### config.mk
export PLATFORM = sky130hd
export DESIGN_NAME = bounded_list_engine
export DESIGN_NICKNAME = d
export VERILOG_FILES = /design/src/sv/ble_pkg.sv /design/src/sv/bounded_list_engine.sv
export SDC_FILE = /design/constraint.sdc
export NUM_CORES = 1
export LEC_CHECK = 0
export BUFFER_PORTS_ARGS = -buffer_cell sky130_fd_sc_hd__buf_4
export CAP_MARGIN = 20
export CORE_MARGIN = 3
export CORE_UTILIZATION = 40
export DETAILED_ROUTE_END_ITERATION = 12
export PLACE_DENSITY = 0.55
export SLEW_MARGIN = 5
export SYNTH_ARGS = -nofsm -noshare
export SYNTH_HDL_FRONTEND = slang
export SYNTH_SLANG_ARGS = --single-unit
export TNS_END_PERCENT = 1
### constraint.sdc
create_clock -name clk -period 5.2 [get_ports clk]
set_input_delay 1.04 -clock clk [delete_from_list [all_inputs] [get_ports clk]]
set_output_delay 1.04 -clock clk [all_outputs]
set_load 0.005 [all_outputs]
### src/sv/ble_pkg.sv
package ble_pkg;

	// Request codes carried on req_type.
	localparam logic [2:0] REQ_PUSH_FRONT = 3'd0;
	localparam logic [2:0] REQ_PUSH_BACK  = 3'd1;
	localparam logic [2:0] REQ_POP_FRONT  = 3'd2;
	localparam logic [2:0] REQ_POP_BACK   = 3'd3;
	localparam logic [2:0] REQ_READ       = 3'd4;
	localparam logic [2:0] REQ_INSERT     = 3'd5;
	localparam logic [2:0] REQ_REMOVE     = 3'd6;

	// Status codes carried on status.
	localparam logic [1:0] ST_OK    = 2'd0;
	localparam logic [1:0] ST_RANGE = 2'd1;
	localparam logic [1:0] ST_FULL  = 2'd2;

	// Sequencer states.
	typedef enum logic [2:0] {
		S_IDLE,
		S_FETCH,
		S_UP,
		S_UP_DRAIN,
		S_UP_PUT,
		S_DN,
		S_DN_DRAIN
	} state_t;

endpackage

### src/sv/bounded_list_engine.sv
// Channel   Handshake            Payload
// request   start / busy         req_type, position, data_in
// result    done (one-cycle)     data_out, status, count
//
// Push back, rejected requests and inserts at the tail finish without a shift;
// read and pop back pass through a fetch state. Insert, push front, remove and pop
// front shift the entries that follow the position; the element memory moves one
// entry per cycle.
// Reset clears the element count and the sequencer; memory contents are not
// cleared. The receiver cannot stall: each result is shown for one cycle.
module bounded_list_engine
	import ble_pkg::*;
#(
	parameter int CAPACITY = 16
) (
	input  logic               clk,
	input  logic               arst_n,
	input  logic               start,
	output logic               busy,
	input  logic [2:0]         req_type,
	input  logic [4:0]         position,
	input  logic signed [31:0] data_in,
	output logic               done,
	output logic signed [31:0] data_out,
	output logic [1:0]         status,
	output logic [4:0]         count
);

	localparam int AW = $clog2(CAPACITY);
	localparam int CW = $clog2(CAPACITY + 1);
	localparam int PW = (CW > 5) ? CW : 5;

	// Element memory, single write port and one registered read port.
	logic [31:0] mem [CAPACITY];
	logic [31:0] rdata_s1;
	logic        rd_valid_s1;
	logic [AW-1:0] rd_addr_s1;

	state_t state_q, state_d;
	logic [CW-1:0] cnt_q;
	logic [AW-1:0] rd_addr_q, pos_q, last_q;
	logic [31:0]   val_q, cap_q;
	logic [2:0]    op_q;

	logic          res_valid_q;
	logic [31:0]   res_data_q;
	logic [1:0]    res_status_q;

	// Memory port controls and sequencer decisions.
	logic          ren, wen;
	logic [AW-1:0] raddr, waddr;
	logic [31:0]   wdata;
	logic          fin, cnt_inc, cnt_dec;
	logic [31:0]   fin_data;
	logic [1:0]    fin_status;
	logic          load_up, load_dn, cap_en;
	logic [AW-1:0] load_rd_addr, load_pos;

	logic          accept;
	logic [PW-1:0] pos_ext, cnt_ext;
	logic          full, empty;

	assign accept  = start && (state_q == S_IDLE);
	assign pos_ext = PW'(position);
	assign cnt_ext = PW'(cnt_q);
	assign full    = (cnt_ext >= PW'(CAPACITY));
	assign empty   = (cnt_q == '0);

	// Next-state logic.
	always_comb begin
		state_d = state_q;
		case (state_q)
			S_IDLE: begin
				if (load_up) begin
					state_d = S_UP;
				end else if (load_dn) begin
					state_d = S_DN;
				end else if (accept && ren) begin
					state_d = S_FETCH;
				end
			end
			S_FETCH:    state_d = S_IDLE;
			S_UP:       state_d = (rd_addr_q == pos_q) ? S_UP_DRAIN : S_UP;
			S_UP_DRAIN: state_d = S_UP_PUT;
			S_UP_PUT:   state_d = S_IDLE;
			S_DN:       state_d = (rd_addr_q == last_q) ? S_DN_DRAIN : S_DN;
			S_DN_DRAIN: state_d = S_IDLE;
			default:    state_d = S_IDLE;
		endcase
	end

	// Memory controls, result values and count updates.
	always_comb begin
		ren          = 1'b0;
		raddr        = rd_addr_q;
		wen          = 1'b0;
		waddr        = pos_q;
		wdata        = val_q;
		fin          = 1'b0;
		fin_data     = '0;
		fin_status   = ST_OK;
		cnt_inc      = 1'b0;
		cnt_dec      = 1'b0;
		load_up      = 1'b0;
		load_dn      = 1'b0;
		cap_en       = 1'b0;
		load_rd_addr = '0;
		load_pos     = '0;
		case (state_q)
			S_IDLE: begin
				if (accept) begin
					case (req_type)
						REQ_PUSH_FRONT, REQ_PUSH_BACK, REQ_INSERT: begin
							if (full) begin
								fin        = 1'b1;
								fin_status = ST_FULL;
							end else if (req_type == REQ_INSERT && pos_ext > cnt_ext) begin
								fin        = 1'b1;
								fin_status = ST_RANGE;
							end else if (req_type == REQ_PUSH_BACK ||
									(req_type == REQ_INSERT && pos_ext == cnt_ext) ||
									(req_type == REQ_PUSH_FRONT && empty)) begin
								// Placing at the tail needs no shift.
								wen     = 1'b1;
								waddr   = AW'(cnt_q);
								wdata   = data_in;
								fin     = 1'b1;
								cnt_inc = 1'b1;
							end else begin
								load_up      = 1'b1;
								load_rd_addr = AW'(cnt_q - 1'b1);
								load_pos     = (req_type == REQ_INSERT) ? AW'(position) : '0;
							end
						end
						REQ_POP_FRONT, REQ_REMOVE: begin
							if (empty || (req_type == REQ_REMOVE && pos_ext >= cnt_ext)) begin
								fin        = 1'b1;
								fin_status = ST_RANGE;
							end else begin
								load_dn      = 1'b1;
								load_pos     = (req_type == REQ_REMOVE) ? AW'(position) : '0;
								load_rd_addr = load_pos;
							end
						end
						REQ_POP_BACK: begin
							if (empty) begin
								fin        = 1'b1;
								fin_status = ST_RANGE;
							end else begin
								ren   = 1'b1;
								raddr = AW'(cnt_q - 1'b1);
							end
						end
						REQ_READ: begin
							if (pos_ext >= cnt_ext) begin
								fin        = 1'b1;
								fin_status = ST_RANGE;
							end else begin
								ren   = 1'b1;
								raddr = AW'(position);
							end
						end
						default: begin
							fin        = 1'b1;
							fin_status = ST_RANGE;
						end
					endcase
				end
			end
			S_FETCH: begin
				fin      = 1'b1;
				fin_data = rdata_s1;
				cnt_dec  = (op_q == REQ_POP_BACK);
			end
			S_UP: begin
				// Reads walk downwards; each returned entry moves one place up.
				ren = 1'b1;
				if (rd_valid_s1) begin
					wen   = 1'b1;
					waddr = rd_addr_s1 + 1'b1;
					wdata = rdata_s1;
				end
			end
			S_UP_DRAIN: begin
				wen   = 1'b1;
				waddr = rd_addr_s1 + 1'b1;
				wdata = rdata_s1;
			end
			S_UP_PUT: begin
				wen     = 1'b1;
				waddr   = pos_q;
				wdata   = val_q;
				fin     = 1'b1;
				cnt_inc = 1'b1;
			end
			S_DN: begin
				// Reads walk upwards; the first entry read is the one removed.
				ren = 1'b1;
				if (rd_valid_s1) begin
					if (rd_addr_s1 == pos_q) begin
						cap_en = 1'b1;
					end else begin
						wen   = 1'b1;
						waddr = rd_addr_s1 - 1'b1;
						wdata = rdata_s1;
					end
				end
			end
			S_DN_DRAIN: begin
				if (rd_addr_s1 != pos_q) begin
					wen   = 1'b1;
					waddr = rd_addr_s1 - 1'b1;
					wdata = rdata_s1;
				end
				fin     = 1'b1;
				cnt_dec = 1'b1;
				if (op_q == REQ_POP_FRONT) begin
					fin_data = (rd_addr_s1 == pos_q) ? rdata_s1 : cap_q;
				end
			end
			default: begin
				fin = 1'b0;
			end
		endcase
	end

	// Element memory.
	always_ff @(posedge clk) begin
		if (wen) begin
			mem[waddr] <= wdata;
		end
		if (ren) begin
			rdata_s1 <= mem[raddr];
		end
	end

	// Read tracking for the shift loops.
	always_ff @(posedge clk or negedge arst_n) begin
		if (!arst_n) begin
			rd_valid_s1 <= 1'b0;
		end else begin
			rd_valid_s1 <= ren;
		end
	end

	always_ff @(posedge clk) begin
		if (ren) begin
			rd_addr_s1 <= raddr;
		end
		if (cap_en) begin
			cap_q <= rdata_s1;
		end
	end

	// Sequencer state and element count.
	always_ff @(posedge clk or negedge arst_n) begin
		if (!arst_n) begin
			state_q <= S_IDLE;
			cnt_q   <= '0;
		end else begin
			state_q <= state_d;
			if (cnt_inc) begin
				cnt_q <= cnt_q + 1'b1;
			end else if (cnt_dec) begin
				cnt_q <= cnt_q - 1'b1;
			end
		end
	end

	// Request payload held for the length of the operation.
	always_ff @(posedge clk) begin
		if (accept) begin
			op_q   <= req_type;
			val_q  <= data_in;
			pos_q  <= load_pos;
			last_q <= AW'(cnt_q - 1'b1);
		end
		if (load_up || load_dn) begin
			rd_addr_q <= load_rd_addr;
		end else if (state_q == S_UP) begin
			rd_addr_q <= rd_addr_q - 1'b1;
		end else if (state_q == S_DN) begin
			rd_addr_q <= rd_addr_q + 1'b1;
		end
	end

	// Result strobe and payload.
	always_ff @(posedge clk or negedge arst_n) begin
		if (!arst_n) begin
			res_valid_q <= 1'b0;
		end else begin
			res_valid_q <= fin;
		end
	end

	always_ff @(posedge clk) begin
		if (fin) begin
			res_data_q   <= fin_data;
			res_status_q <= fin_status;
		end
	end

	assign busy     = (state_q != S_IDLE);
	assign done     = res_valid_q;
	assign data_out = res_data_q;
	assign status   = res_status_q;
	assign count    = 5'(cnt_q);

endmodule

==> results of run 1 <==
==> worst min-delay path by stage <==
stage                                   to
finish              state_q[0]$_DFFE_PN0P_
global placement        cap_q[5]$_DFFE_PP_
floorplan               cap_q[0]$_DFFE_PP_
detailed placement      cap_q[5]$_DFFE_PP_
CTS                 state_q[0]$_DFFE_PN0P_
global route        state_q[0]$_DFFE_PN0P_
==> layer usage <==
| layer | up-vias | wire (um) |
|---|---|---|
| met2 | 378 | 30500 |
| met4 | 0 | 1220 |
| met5 | - | 0 |
| li1 | 6474 | - |
| met1 | 7468 | 29500 |
| met3 | 84 | 3250 |
==> per-stage QoR <==
stage / worst slack [ps] / instances / total power, W / cell area [sq um]
floorplan: -509 / 1536 / 0.00983 / 26600
global placement: 484 / 2446 / 0.0113 / 28600
detailed placement: 595 / 2447 / 0.0114 / 28600
CTS: 1020 / 2576 / 0.0167 / 31000
global route: 764 / 2577 / 0.0172 / 31100
finish: 1040 / 2577 / 0.0165 / 31100
==> power groups by stage <==
stage                     clock network, W  registers, W  logic (W)
after floorplan                          0       0.00737    0.00246
after global placement                   0       0.00750    0.00382
after detailed placement                 0       0.00751    0.00389
after CTS                          0.00537       0.00740    0.00390
after global routing               0.00560       0.00744    0.00419
final                              0.00526       0.00739    0.00385
==> state kept, by name, indices dropped and copies added (netlist names) <==
name         count
rd_addr_s1       4
data_out        32
status           2
rdata_s1        32
rd_addr_q        4
mem            512
rd_valid_s1      1
done             1
op_q             3
last_q           4
count            5
val_q           32
pos_q            4
cap_q           32
state_q          3
==> Yosys cell counts, types with 2 or more instances <==
| master | n |
|---|---|
| xor2_1 | 8 |
| nor4_1 | 3 |
| o21ai_1 | 4 |
| o211ai_2 | 3 |
| or3_1 | 2 |
| o22ai_1 | 129 |
| nor3_1 | 27 |
| or4_1 | 32 |
| o21ai_0 | 2 |
| and4_1 | 2 |
| inv_1 | 18 |
| dfrtp_1 | 10 |
| a32o_1 | 3 |
| ha_1 | 12 |
| a22oi_4 | 2 |
| edfxtp_1 | 661 |
| a211oi_1 | 3 |
| buf_2 | 40 |
| nand2_1 | 82 |
| o31ai_1 | 2 |
| o21a_1 | 2 |
| clkbuf_1 | 26 |
| xnor2_1 | 15 |
| nor2_1 | 18 |
| a21oi_1 | 19 |
| and2_1 | 2 |
| inv_2 | 2 |
| nor2b_1 | 4 |
| nand4_1 | 7 |
| a21o_1 | 4 |
| nand2b_1 | 7 |
| a221oi_1 | 7 |
| mux2i_1 | 256 |
| a22oi_1 | 33 |
| buf_6 | 4 |
| a22o_1 | 34 |
| o211ai_1 | 3 |
| or2_2 | 4 |
| buf_4 | 7 |
| a221o_1 | 2 |
| buf_1 | 2 |
==> area by class of cell <==
| class | instances | area [sq um] |
|---|---|---|
| Fill cell | 5460 | 34000 |
| Inverter | 21 | 81.3 |
| Clock buffer | 88 | 1970 |
| Sequential cell | 671 | 20100 |
| Multi-Input combinational cell | 764 | 6120 |
| Timing Repair Buffer | 137 | 1270 |
| Tap cell | 855 | 1070 |
| Clock inverter | 41 | 465 |
==> logic make-up (layout without fill, tap and decap cells) <==
logic type      count (synthesis)  after routing
mux                           256            256
xor+xnor                       23             23
buf+inv                       101            287
fa+ha+maj                      13             13
simple gates                  205            205
compound gates                267            267
flops                         671            671
==> cell usage in the layout, fill, tap and decap left out, types with 4 or more instances in the layout <==
cell,count
a21o_1,4
a21oi_1,19
a221oi_1,7
a22o_1,34
a22oi_1,32
buf_12,19
buf_4,118
bufinv_16,10
clkbuf_1,11
clkbuf_16,77
clkinv_1,13
clkinv_2,13
dfrtp_1,10
edfxtp_1,661
ha_1,12
inv_1,18
mux2i_1,256
nand2_1,81
nand2b_1,7
nand4_1,7
nor2_1,18
nor3_1,11
nor3_2,17
o22ai_1,129
or2_2,4
or4_1,32
xnor2_1,15
xor2_1,8
==> worst register-to-register path: cells and delay by family (launching register included) <==
| kind | cells | cell delay [ps] |
|---|---|---|
| buf+inv | 4 | 1010 |
| flops | 1 | 570 |
| fa+ha+maj | 1 | 360 |
| simple gates | 2 | 790 |
| mux | 1 | 310 |
| compound gates | 4 | 830 |
==> metrics.txt, run 1 <==
DR pass1 iterations 5; Synth area leader edfxtp_1; status completed; crit path capture rdata_s1[24]$_DFFE_PP_; Peak supply drop 0.309 mV; reg2reg end rdata_s1[24]$_DFFE_PP_; number of synthesized flops with an enable pin 661; endpoints failing setup 0; Async SR Flop Fraction 1.49%; top cells by area, synth edfxtp_1, mux2i_1, o22ai_1; Antenna diodes 0; period utilisation layout 80.1%; worst r2r src count[3]$_DFFE_PN0P_; vias in the first global route 14500; combinational power share 23.3%; actual transition at the worst max-transition pin 1060 ps; main combinational cell family by area after synthesis multiplexers; Critical Path Sink Type register; first-pass GRT wire length 96000 um; total wire length 64500 um; setup TNS 0 ps; Area Growth Syn to Fin 17.0%; Mean Syn Cell Area 17.3 sq um; post-synthesis mux area share 9.65%; met3 usage 2.98%; met2 usage in global routing 29.7%; CP Max Fanout 44; Post-CTS Resized 0; TritonCTS clock tree built; Crit path largest cell delay 570 ps; Vias per Instance 5.59; post-layout util 47.8%; Clk pwr share 31.9%; Setup CP Type register to register; Critical Path AT 4470 ps; post-synthesis adder-cell area fraction 0.641%; Net Switching 0.00482 W; clk_lat worst skew 600 ps; Die ar. 69500 sq um; Max clock buf depth 3; drt drc 0; Core Area 65000 sq um; Fin. Hold Viols 0; Setup Skew 19.9 ps; die height 264 um; PwrDens 531 nW/um^2; largest net degree at the start of global routing 56; H-tree levels 3; GR Overflow Total 0; internal power 0.0117 W; Critical Path RT 5510 ps; grt peak-use layer met2; Ports 84; Hold Worst Slack 275 ps; antenna violations before repair 0; Max Clk Rate 0.240 GHz; Yosys reg bits 671; Net Count, Synth 1592; Post-Synthesis Cells 1536; CTS Hold Buffers Added 0; CP Cell Sequence inv_1, ha_1, and4_1, a2bb2oi_1, buf_4, a31oi_2, a22oi_2, buf_12, buf_12, mux2i_1, o22ai_1, or4_1; sequential cell area fraction in the yosys report 75.7%; Synth Area in XOR/XNOR 0.759%; HPWL Detailed 36700 um; # Max-Cap Violations 0; port bufs 83; Synth Area in Simple Gates 4.21%; Seq pwr share 44.8%; Ys Warns 0; Starting Density 40.8%; reg2reg setup slack 1040 ps; routability cong. 0.825; RSZ-0062 raised after global routing false; Mapped Area 26600 sq um; CTS Sinks 671; nets 1723; top cell type's share of synthesized area 74.7%; most used cell, CP buf_12; beginning of the critical path count[3]$_DFFE_PN0P_; CTS clk-pin slew, worst paths 60 ps; Vias 14400; Slew headroom 29.5%; met1 GRT Util 26.3%; Antenna Nets Post-Route 0; CTS root buffer clkbuf_16; complex-gate fraction of the synthesized area 7.21%; HP Class primary input to async pin; Critical path buffers and inverters 4; Top Family by Delay on Critical Path buffers and inverters; gr usage total 18.4%; FP Rows 93; CP max stage cell dfrtp_1; CTS Buf Count 72; leak pwr 11.1 nW; max-slew violations 0; # Post-CTS Setup Buffers 0; sw frac 29.2%; Initial DRC Count 1167; Period minus WS final 4160 ps; WL/cell 25.0 um; die span in x 264 um; share of cells above drive strength 1 16.7%; Synth Flop Type edfxtp_1; r2r worst-path depth 12; Unique masters post-synth 74; Levels on crit path 12; Startpoint Class register
No activity file was read; power rests on OpenSTA's default activity.
==> run 2: changes to the inputs <==
Settings changed: PLACE_DENSITY 0.55 to 0.53.
Clock period 5.2 ns to 4.1 ns, I/O delays scaled along.
==> run 2 against run 1 <==
Worst hold slack got worse by 220 ps. Total power increased by 25%. Utilization increased by 0.77 points. Global-route usage decreased by 0.075 points. Register-to-register slack got worse by 750 ps. Final area increased by 1.6%. Clock-buffer cell count decreased by 1. First-iteration DRC count decreased by 5.7%.
==> metrics.txt, run 2 (synthesized netlist as in run 1, its figures left out) <==
status completed; drt drc 0 (unchanged); Setup Skew 19.0 ps (-0.886 ps); r2r worst-path depth 9 (-3); Critical Path RT 4370 ps (-1140 ps); HPWL Detailed 38500 um (+4.9%); CTS Sinks 671 (unchanged); # Post-CTS Setup Buffers 0 (unchanged); Starting Density 40.8% (unchanged); Peak supply drop 0.347 mV (+12%); reg2reg end mem[6][23]$_DFFE_PP_; nets 1764 (+2.4%); FILL cells 5441 (-0.35%); Core Area 65000 sq um (unchanged); Max clock buf depth 3 (unchanged); clk_lat worst skew 610 ps (about the same); RSZ-0062 raised after global routing false; Critical Path AT 4080 ps (-390 ps); max-slew violations 0 (unchanged); Area Growth Syn to Fin 18.9%; TritonCTS clock tree built; Antenna Nets Post-Route 0 (unchanged); FP Rows 93 (unchanged); Slew headroom 43.0% (+14 points); Finished Cell Area 31600 sq um (+1.6%); port bufs 83 (unchanged); DR pass1 iterations 5 (unchanged); worst r2r src state_q[0]$_DFFE_PN0P_; total wire length 64300 um (-0.21%); Ports 84 (unchanged); PwrDens 653 nW/um^2 (+23%); first-pass GRT wire length 95500 um (-0.49%); vias in the first global route 14600 (+0.46%); CTS root buffer clkbuf_16; Startpoint Class register; largest net degree at the start of global routing 46 (-18%); gr usage total 18.4% (-0.075 points); Critical Path Sink Type register; Vias per Instance 5.49 (-1.8%); Largest register FFs 512 (unchanged); share of cells above drive strength 1 18.0% (+1.3 points); Die ar. 69500 sq um (unchanged); # Max-Cap Violations 0 (unchanged); Vias 14400 (-0.19%); beginning of the critical path state_q[0]$_DFFE_PN0P_; Setup CP Type register to register; total power 0.0206 W (+25%); setup TNS 0 ps (unchanged); die height 264 um (unchanged); routability cong. 0.854 (+3.5%); Post-CTS Resized 0 (unchanged); Initial DRC Count 1100 (-5.7%); die span in x 264 um (unchanged); CTS clk-pin slew, worst paths 60 ps (about the same); period utilisation layout 93.1% (+13 points); endpoints failing setup 0 (unchanged); Max Clk Rate 0.262 GHz (+9.1%); reg2reg setup slack 280 ps (-750 ps); HP Class primary input to async pin; CP Max Fanout 32 (-27%); most frequent cells in the layout edfxtp_1, mux2i_1, buf_4, o22ai_1, nand2_1; CTS Hold Buffers Added 0 (unchanged); WL/cell 24.5 um (-1.9%); CTS Buf Count 72 (unchanged); Fin. Hold Viols 0 (unchanged); antenna violations before repair 1 (+1); actual transition at the worst max-transition pin 854 ps (-203 ps); placed cell areas 29400 sq um (+2.7%); Hold Worst Slack 53.2 ps (-222 ps); Period minus WS final 3820 ps (-347 ps); H-tree levels 3 (unchanged); GR Overflow Total 0 (unchanged); leak pwr 11.4 nW (+2.5%); Most flops, register mem; commonest non-fill, non-tap cell in the layout edfxtp_1
-- run 2: metrics by stage --
stage          std cells  util [%]  setup WS (ps)
2_1_floorplan       1536         -           -451
3_3_place_gp        2486      45.1           47.7
3_5_place_dp        2487      45.2          -1.11
4_1_cts             2617      48.5            271
5_1_grt             2619      48.5           72.8
6_report            2620      48.5            282
-- run 2: area by class of cell --
| class | instances | area [sq um] | area share (%) |
|---|---|---|---|
| flip-flops and latches | 671 | 20100 | 63.7 |
| multi-input cells | 764 | 6230 | 19.7 |
| repair buffers | 178 | 1950 | 6.18 |
| clock buffers | 87 | 1920 | 6.09 |
| well taps | 855 | 1070 | 3.39 |
| clock inverters | 43 | 214 | 0.678 |
| inverters | 21 | 81.3 | 0.258 |
| diodes | 1 | 2.50 | 0.00793 |
-- run 2: routing by layer --
layer / wire length [um] / track usage, % / vias up
met5: 13 / 0 / -
met4: 951 / 4.93 / 2
met3: 3160 / 3.14 / 63
met2: 30800 / 29.8 / 334
met1: 29400 / 25.8 / 7414
li1: - / - / 6563
-- run 2: worst max-delay path, cell delays in order, from the launching register on --
cell and delay [ps]:
dfrtp_1 510, or4b_1 600, nor4_2 300, nor3b_4 550, buf_4 290, nand2_1 90, o311ai_0 170, nand2_1 390
nor3_4 260, buf_12 280
-- run 2: how the worst max path moves through the flow --
stage / endpoint / slack [ps] / cells after the start
floorplan: mem[1][0]$_DFFE_PP_ / -450 / 9
global placement: rdata_s1[7]$_DFFE_PP_ / 50 / 13
detailed placement: mem[6][14]$_DFFE_PP_ / -1 / 10
CTS: mem[6][23]$_DFFE_PP_ / 270 / 9
global route: mem[6][24]$_DFFE_PP_ / 70 / 9
finish: mem[6][23]$_DFFE_PP_ / 280 / 9
-- run 2: power breakdown --
| part | internal [W] | switching (W) | total [W] |
|---|---|---|---|
| Sequential | 0.00894 | 0.000384 | 0.00932 |
| Clock | 0.00334 | 0.00256 | 0.00590 |
| Combinational | 0.00214 | 0.00325 | 0.00538 |
| Total | 0.0144 | 0.00619 | 0.0206 |
==> run 3: changes to the inputs <==
Settings changed: CELL_PAD_IN_SITES_DETAIL_PLACEMENT from default to 1, CELL_PAD_IN_SITES_GLOBAL_PLACEMENT from default to 2, PLACE_DENSITY 0.53 to 0.81.
==> run 3 against run 2 <==
Critical path depth is 3 higher. Clock power is 1% higher. Sequential cell count stayed put. Cell count is 0.11% lower. Worst setup slack worse by 52 ps. Final area is 0.25% lower. Sequential share of layout area is 0.16 points higher. Clock skew is 1.0 ps higher. Total power is 0.99% higher. Utilization is 0.12 points lower. Critical path type unchanged. Critical endpoint is now rdata_s1[20]$_DFFE_PP_. Largest cell class unchanged.
==> metrics.txt, run 3 (synthesized netlist as in run 1, its figures left out) <==
share of cells above drive strength 1 17.9% (-0.036 points); TritonCTS clock tree built; actual transition at the worst max-transition pin 1090 ps (+231 ps); Period minus WS final 3870 ps (+51.6 ps); CP max stage cell or4_1; Fin. Hold Viols 0 (unchanged); Initial DRC Count 1423 (+29%); WL/cell 26.9 um (+9.6%); Starting Density 40.8% (unchanged); combinational power share 26.4% (+0.3 points); Vias 15100 (+4.9%); FP Rows 93 (unchanged); Finished Cell Area 31500 sq um (-0.25%); sw frac 30.7% (+0.60 points); antenna violations before repair 2 (+1); HPWL Detailed 43800 um (+14%); CTS Buf Count 71 (-1.4%); largest net degree at the start of global routing 46 (unchanged); Peak supply drop 0.458 mV (+32%); PwrDens 661 nW/um^2 (+1.2%); most frequent cells in the layout edfxtp_1, mux2i_1, buf_4, o22ai_1, nand2_1; dpl cells 2491 (+0.16%); Setup CP Type register to register; Largest register FFs 512 (unchanged); Critical Path AT 4190 ps (+110 ps); commonest non-fill, non-tap cell in the layout edfxtp_1; routability cong. 0.852 (-0.28%); Startpoint Class register; CTS Sinks 671 (unchanged); drt drc 0 (unchanged); Seq pwr share 44.9% (-0.3 points); reg2reg setup slack 230 ps (-50 ps); vias in the first global route 15900 (+9.5%); internal power 0.0144 W (+0.13%); port bufs 83 (unchanged); Antenna Nets Post-Route 0 (unchanged); GR Overflow Total 0 (unchanged); CP Cell Sequence inv_1, ha_1, and4_1, a2bb2oi_1, buf_4, a32o_1, a22oi_2, buf_12, buf_12, mux2i_1, o22ai_1, or4_1; max-slew violations 0 (unchanged); clk_lat worst skew 610 ps (about the same); leak pwr 11.4 nW (-0.25%); total wire length 70400 um (+9.5%); Most flops, register mem; status completed; period utilisation layout 94.4% (+1.3 points); first-pass GRT wire length 105000 um (+10%); Slew headroom 27.7% (-15 points); FILL cells 6080 (+12%); Die ar. 69500 sq um (unchanged); H-tree levels 3 (unchanged); Vias per Instance 5.76 (+5.0%); Critical Path Sink Type register; DR pass1 iterations 5 (unchanged); # Max-Cap Violations 0 (unchanged); die height 264 um (unchanged); Crit path largest cell delay 570 ps (-30 ps); Area Growth Syn to Fin 18.6%; Critical Path RT 4420 ps (+50 ps); Net Switching 0.00638 W (+3.0%); placed cell areas 29300 sq um (-0.22%); Ports 84 (unchanged); Max clock buf depth 3 (unchanged); gr usage total 20.1% (+1.8 points); CP Max Fanout 31 (-3.1%); die span in x 264 um (unchanged); Setup Skew 20.1 ps (+1.05 ps); HP Class primary input to async pin; most used cell, CP buf_12; Core Area 65000 sq um (unchanged); CTS root buffer clkbuf_16; endpoints failing setup 0 (unchanged); CTS clk-pin slew, worst paths 60 ps (about the same); Max Clk Rate 0.258 GHz (-1.3%); RSZ-0062 raised after global routing false; Antenna diodes 0 (-1); Clk pwr share 28.7% (about the same); nets 1767 (+0.17%); Final Instance Count excl. Fillers 2617 (-0.11%)
run 3: what timing repair did:
| action | 4_1_cts | 5_1_grt |
|---|---|---|
| buffers inserted | 0 | 1 |
| hold buffers | 0 | 0 |
| setup endpoints to repair | 0 | 10 |
| endpoints found under the hold margin | 0 | 0 |
| gates resized for setup | 0 | 0 |
run 3: path summary, 6_finish.rpt:
path                                       start                     end  cells past startpoint
max                         count[4]$_DFFE_PN0P_  rdata_s1[20]$_DFFE_PP_                     12
max in group asynchronous                 arst_n  state_q[1]$_DFFE_PN0P_                      1
min in group clk                      data_in[5]      val_q[5]$_DFFE_PP_                      1
min reg2reg                rdata_s1[0]$_DFFE_PP_      cap_q[0]$_DFFE_PP_                      0
min                                       arst_n          done$_DFF_PN0_                      1
max reg2reg                 count[4]$_DFFE_PN0P_  rdata_s1[20]$_DFFE_PP_                     12
run 3: power by group through the flow:
stage	Sequential [W]	Combinational, W	Clock [W]
2_1_floorplan	0.00933	0.00316	0
3_3_place_gp	0.00945	0.00526	0
3_5_place_dp	0.00948	0.00545	0
4_1_cts	0.00935	0.00551	0.00609
5_1_grt	0.00941	0.00589	0.00637
6_report	0.00935	0.00549	0.00598
run 3: cell type report:
cell class	count	area, sq um	share of cell area, %
Sequential cell	671	20100	63.8
Multi-Input combinational cell	764	6230	19.8
Clock buffer	101	1980	6.30
Timing Repair Buffer	182	1880	5.97
Tap cell	855	1070	3.40
Clock inverter	23	146	0.465
Inverter	21	81.3	0.258
run 3: routing by layer:
metal  routed length (um)  GRT usage (%)  part of all wire, %  vias up
met4                 1420           5.25                  2.0        0
met5                    0              0                    0        -
met3                 4210           3.03                  6.0       98
met2                34400           33.3                   49      525
met1                30400           28.0                   43     7891
li1                     -              -                    -     6564
run 3: per-stage QoR:
stage	setup TNS (ps)	util, %	setup WS (ps)	hold slack, ps	power, W
after floorplan	-218060	-	-451	451	0.0125
after global placement	-86.0	45.1	-10.1	472	0.0147
after detailed placement	0	45.1	4.75	478	0.0149
after CTS	0	48.4	209	34.2	0.0210
after global routing	0	48.4	17.6	47.9	0.0217
final	0	48.4	231	64.9	0.0208
run 3: critical path: cells and delay by family, from the launching register on:
family	cells	cell delay [ps]
compound gates	4	720
flops	1	520
fa+ha+maj	1	390
mux	1	270
simple gates	2	830
buf+inv	4	820
